**src/hw/rtl/hcbd_pkg.sv**
```systemverilog
package hcbd_pkg;

    // input item
    typedef struct packed {
        logic [1:0] action;
        logic [15:0] address;
        logic [7:0] write_data;
        logic [7:0] key_code;
    } t_in_item;

    // result item
    typedef struct packed {
        logic [7:0] read_data;
        logic term_valid;
        logic [7:0] term_char;
        logic last;
    } t_out_item;

    // actions
    localparam logic [1:0] ACT_READ = 2'd0;
    localparam logic [1:0] ACT_WRITE = 2'd1;
    localparam logic [1:0] ACT_KEY = 2'd2;

    // address map
    localparam int RAM_WINDOW = 32768;
    localparam logic [15:0] ADDR_PIA_LO = 16'hFE40;
    localparam logic [15:0] ADDR_PIA_HI = 16'hFE5F;
    localparam logic [15:0] ADDR_SER_STAT = 16'hFE80;
    localparam logic [15:0] ADDR_SER_DATA = 16'hFE81;
    localparam logic [15:0] ADDR_CONSOLE = 16'hFFFE;
    localparam logic [7:0] IO_PAGE = 8'hFE;

    // port register selects (low address nibble)
    localparam logic [3:0] REG_PORT_B = 4'd0;
    localparam logic [3:0] REG_PORT_A = 4'd1;
    localparam logic [3:0] REG_DIR_B = 4'd2;
    localparam logic [3:0] REG_DIR_A = 4'd3;

    localparam logic [7:0] STAT_INIT = 8'h10;
    localparam logic [7:0] STAT_RXF = 8'h08;
    localparam logic [7:0] IO_OPEN = 8'hFF;

    // console characters
    localparam logic [7:0] CH_BS = 8'd8;
    localparam logic [7:0] CH_LF = 8'd10;
    localparam logic [7:0] CH_CR = 8'd13;
    localparam logic [7:0] CH_SP = 8'd32;
    localparam logic [7:0] CH_DEL = 8'd127;

    typedef enum logic [1:0] {
        ST_CLEAR,
        ST_IDLE,
        ST_EXEC,
        ST_EMIT
    } t_state;

    typedef enum logic [1:0] {
        SRC_REG,
        SRC_RAM,
        SRC_KEY
    } t_rsel;

    typedef struct packed {
        logic clear;
        logic accept;
        logic exec;
        logic load_out;
        logic [1:0] idx;
    } t_cmd;

    typedef struct packed {
        logic clr_done;
        logic [1:0] last_idx;
    } t_status;

endpackage

```
**src/hw/rtl/hcbd_ctrl.sv**
```systemverilog
module hcbd_ctrl (
    input  logic              i_clk,
    input  logic              i_rst_n,
    input  logic              i_in_valid,
    output logic              o_in_ready,
    output logic              o_out_valid,
    input  logic              i_out_ready,
    input  hcbd_pkg::t_status i_status,
    output hcbd_pkg::t_cmd    o_cmd
);
    import hcbd_pkg::*;

    t_state r_state, n_state;
    logic [1:0] r_idx, n_idx;
    logic r_out_valid, n_out_valid;
    logic out_free;

    assign out_free = !r_out_valid || i_out_ready;
    assign o_out_valid = r_out_valid;

    always_comb begin
        n_state = r_state;
        unique case (r_state)
            ST_CLEAR: if (i_status.clr_done) n_state = ST_IDLE;
            ST_IDLE:  if (i_in_valid) n_state = ST_EXEC;
            ST_EXEC:  n_state = ST_EMIT;
            ST_EMIT:  if (out_free && r_idx == i_status.last_idx) n_state = ST_IDLE;
            default:  n_state = ST_CLEAR;
        endcase
    end

    always_comb begin
        o_cmd = '0;
        o_cmd.idx = r_idx;
        o_in_ready = 1'b0;
        unique case (r_state)
            ST_CLEAR: o_cmd.clear = 1'b1;
            ST_IDLE: begin
                o_in_ready = 1'b1;
                o_cmd.accept = i_in_valid;
            end
            ST_EXEC:  o_cmd.exec = 1'b1;
            ST_EMIT:  o_cmd.load_out = out_free;
            default:  o_cmd = '0;
        endcase
    end

    always_comb begin
        n_idx = r_idx;
        if (o_cmd.exec) begin
            n_idx = 2'd0;
        end else if (o_cmd.load_out) begin
            n_idx = r_idx + 2'd1;
        end
        n_out_valid = o_cmd.load_out ? 1'b1 : (i_out_ready ? 1'b0 : r_out_valid);
    end

    always_ff @(posedge i_clk) begin
        if (!i_rst_n) begin
            r_state <= ST_CLEAR;
            r_idx <= 2'd0;
            r_out_valid <= 1'b0;
        end else begin
            r_state <= n_state;
            r_idx <= n_idx;
            r_out_valid <= n_out_valid;
        end
    end

endmodule

```
**config.mk**
```make
export PLATFORM = sky130hd
export DESIGN_NAME = hcbd_ctrl
export DESIGN_NICKNAME = d
export VERILOG_FILES = /design/src/hw/rtl/hcbd_pkg.sv /design/src/hw/rtl/hcbd_ctrl.sv
export SDC_FILE = /design/constraint.sdc
export NUM_CORES = 1
export LEC_CHECK = 0
export BUFFER_PORTS_ARGS = -buffer_cell sky130_fd_sc_hd__buf_2
export CAP_MARGIN = 20
export CELL_PAD_IN_SITES_DETAIL_PLACEMENT = 1
export CELL_PAD_IN_SITES_GLOBAL_PLACEMENT = 2
export CORE_MARGIN = 2
export CORE_UTILIZATION = 24
export DETAILED_ROUTE_END_ITERATION = 10
export PLACE_DENSITY = 0.86
export SYNTH_ARGS = -nofsm -noshare
export SYNTH_HDL_FRONTEND = slang
export SYNTH_SLANG_ARGS = --single-unit
export TNS_END_PERCENT = 100
```
**constraint.sdc**
```tcl
create_clock -name i_clk -period 2.14 [get_ports i_clk]
set_input_delay 0.214 -clock i_clk [delete_from_list [all_inputs] [get_ports i_clk]]
set_output_delay 0.214 -clock i_clk [all_outputs]
set_load 0.02 [all_outputs]
```
==> results <==
- Summed over all failing endpoints, the final setup total negative slack is 0 ps.
- In the routed layout, each cell is associated on average with a via count of 4.19.
- The critical path is of the register to output port type.
- Of the total power, combinational logic draws 0.467.
- The number of antenna violations at the first check in global routing is 0.
- After clock tree synthesis, the clock-pin slew on the worst setup and hold paths is 50 ps.
- The floorplan step defined a core boundary enclosing 1270 um^2.
- The netlist area before placement is 320 um^2.
- Counting distinct cell types in the post-synthesis netlist gives 16.
- Power spread over the standard cell area amounts to 1090 nW/um^2.
- The pin slew with the least headroom to its limit is 197 ps.
- The number of max-slew violations in the final report came to 0.
- The minimum clock period is 1430 ps.
- The congestion estimate from routability-driven global placement came to 0.667.
- In the final layout, the share of cells above drive strength 1 is 0.340.
- The total number of vias is 285.
- The total design power is 465 uW.
- The residual antenna-violating net count after detailed routing is 0.
- In the post-synthesis netlist, the biggest area contributors are dfxtp_1 31%, ha_1 16%, xnor2_1 8.2%, mux2i_1 6.3%, nand2b_1 5.9%.
- Setup repair after global routing left no endpoint under its margin.
- The internal cell power is 274 uW.
- Data on the critical path is required at its endpoint by 1930 ps.
- The final layout net count is 65.
- After the first detailed-routing iteration, the DRC count stood at 0.
- The register bit total from synthesis is 5.
- The static power due to leakage is 0.224 nW.
- The width of the chip is 40.5 um.
- The number of H-tree levels is 1.
- The area growth from synthesis to layout is 33.6%.
- The met2 wire length is 338 um.
- The path type of the worst min-delay path is primary input to register.
- The detailed router used layers up to and including met3.
- STA classifies the critical path startpoint as a register.
- Summing all placed instances gives a cell area of 402 um^2.
- After detailed routing, the number of remaining DRC violations is 0.
- Across every metal layer, demand over resource in global routing totals 0.101.
- The number of setup buffers added after CTS is 0.
- Counting the buffers created by CTS gives 3.
- The final period utilization is 0.667.
- The root cell of the clock tree is clkbuf_4.
- The count of endpoints failing hold in the final timing report is 0.
- The count of yosys warnings during synthesis is 0.
- The type of element capturing the critical path is an output port.
- The buffer levels on the longest clock path is 2.
- The amount of wire on met3 after detailed routing is 40 um.
- The die covers 1640 um^2.
- The share of the Yosys chip area taken by registers is 0.313.
- The remaining max-slew budget at the tightest pin is 0.867.
- The top-level I/O count is 15.
- Entering global routing, the biggest net connects 7 pins.
- Gates resized during post-CTS repair numbered 0.
- 0 antenna diodes ended up in the layout.
- From bottom edge to top edge, the die measures 40.5 um.
- For this block, the routed nets add up to 655 um of wire.
- The count of hold buffers inserted by post-cts repair is 0.
- The switching part of the total power is 0.411.
- For this run, the detailed router's first-pass iteration total came to 1.
- Static timing analysis puts the maximum clock frequency at 701 MHz.
- The via count of the first global-routing pass is 272.
- The worst-skew pair later-pin latency is 250 ps.
- The count of buffers added on input and output ports is 14.
- The maximum net fanout on the critical path is 4.
- Max-cap violations in this run came to 0.
- The total overflow left after global routing is 0.
- The net count after synthesis is 47.
- The part of the power in the clock network is 0.247.
- The share of synthesized area in the top cell type comes to 0.313.
- The clock net in this run drives a total of 5 sinks.
- The arrival time at the worst endpoint is 1210 ps.
- For this design the total switching power over the nets is 191 uW.
- The HPWL reported at the end of detailed placement is 558 um.
- A synthesized cell averages 8.90 um^2.
- Setup violations remaining at the end of the flow were counted as 0.
- The tightest hold path in the finished design has a slack of 250 ps.
- Across the VDD grid, the largest voltage drop is 0.000287 V.
- Of the total power, registers draw 0.287.
- Of all cell types, the one taking the most synthesized area is dfxtp_1.
- The number of core rows is 13.
- The cell count after synthesis is 36.
- The average wire per standard cell is 9.63 um.
- After detailed routing, the wire length on met1 is 276 um.
- The flow ran to the end, and the final reports show no timing, DRC or antenna violations.
- Between clock sinks in the finished design, the worst skew comes to 5.22 ps.
- The first global-routing pass estimated 1.04 mm of wire.
- TritonCTS built the clock tree.
- The cell area after layout is 428 um^2.
- The initial utilization of the core area, before any placement, comes to 0.252.
## registers in the layout, summed over array words and instances (netlist names)
name	flops
r_idx	2
r_state	2
o_out_valid	1
## through the flow
step	setup WS, ps	cells	utilization
3_5_place_dp	733	64	0.317
4_1_cts	681	68	0.337
5_1_grt	613	68	0.337
3_3_place_gp	786	64	0.317
2_1_floorplan	801	36	-
6_report	713	68	0.337
## kinds of logic after synthesis
logic type,Yosys count,share of synthesized area
AOI/OAI and AO/OA,4,0.105
xor gates and xnor gates,4,0.109
adders and majority gates,4,0.156
buffers and inverters,5,0.0703
DFF,5,0.313
muxes,2,0.0625
and+or+nand+nor,12,0.184
## layer usage
metal	up-vias	GRT usage
met3	0	0.0333
met5	-	0
met1	132	0.123
met4	0	0.0750
met2	6	0.143
li1	147	-
## synth_stat cells
cell and n:
dfxtp_1 5, nand2_1 4, o22ai_2 1, nor2_1 2
o21a_1 1, ha_1 4, xnor2_1 3, mux2i_1 2
xor2_1 1, and2_1 2, nand2b_1 3, inv_1 4
buf_4 1, nand3_1 1, o21ai_0 1, o2111ai_1 1
## area by class of cell
cell class | instances | area (um^2)
Clock buffer | 4 | 26.3
Fill cell | 172 | 841
Inverter | 4 | 15.0
Multi-Input combinational cell | 26 | 198
Sequential cell | 5 | 100
Tap cell | 15 | 18.8
Timing Repair Buffer | 14 | 70.1
## critical path, cell delays in order (launching register included)
cell and delay [ps]:
dfxtp_1 380, ha_1 240, and2_1 180, buf_2 170
## power groups by stage
stage                     logic [mW]  registers (mW)  clock network (mW)
after floorplan                0.162           0.140                   0
after global placement         0.219           0.134                   0
after detailed placement       0.221           0.137                   0
after CTS                      0.223           0.134               0.122
after global routing           0.249           0.137               0.125
final                          0.217           0.133               0.115
## placed cells by master (no fill, tap or decap), drive strengths merged
master,Yosys,final
and2,2,2
buf,1,14
clkbuf,0,4
dfxtp,5,5
ha,4,4
inv,4,4
mux2i,2,2
nand2,4,4
nand2b,3,3
nand3,1,1
nor2,2,2
o2111ai,1,1
o21a,1,1
o21ai,1,1
o22ai,1,1
xnor2,3,3
xor2,1,1
## final timing paths
kind                                 start           to  slack (ps)  cells past startpoint
worst max-delay path            r_state[0]     o_cmd[2]         710                      3
worst min-delay path               i_rst_n  o_out_valid         250                      2
worst max register to register  r_state[1]   r_state[0]         760                      6
worst min register to register  r_state[1]   r_state[1]         510                      2
Note: power is estimated with default switching activity, not from simulation.
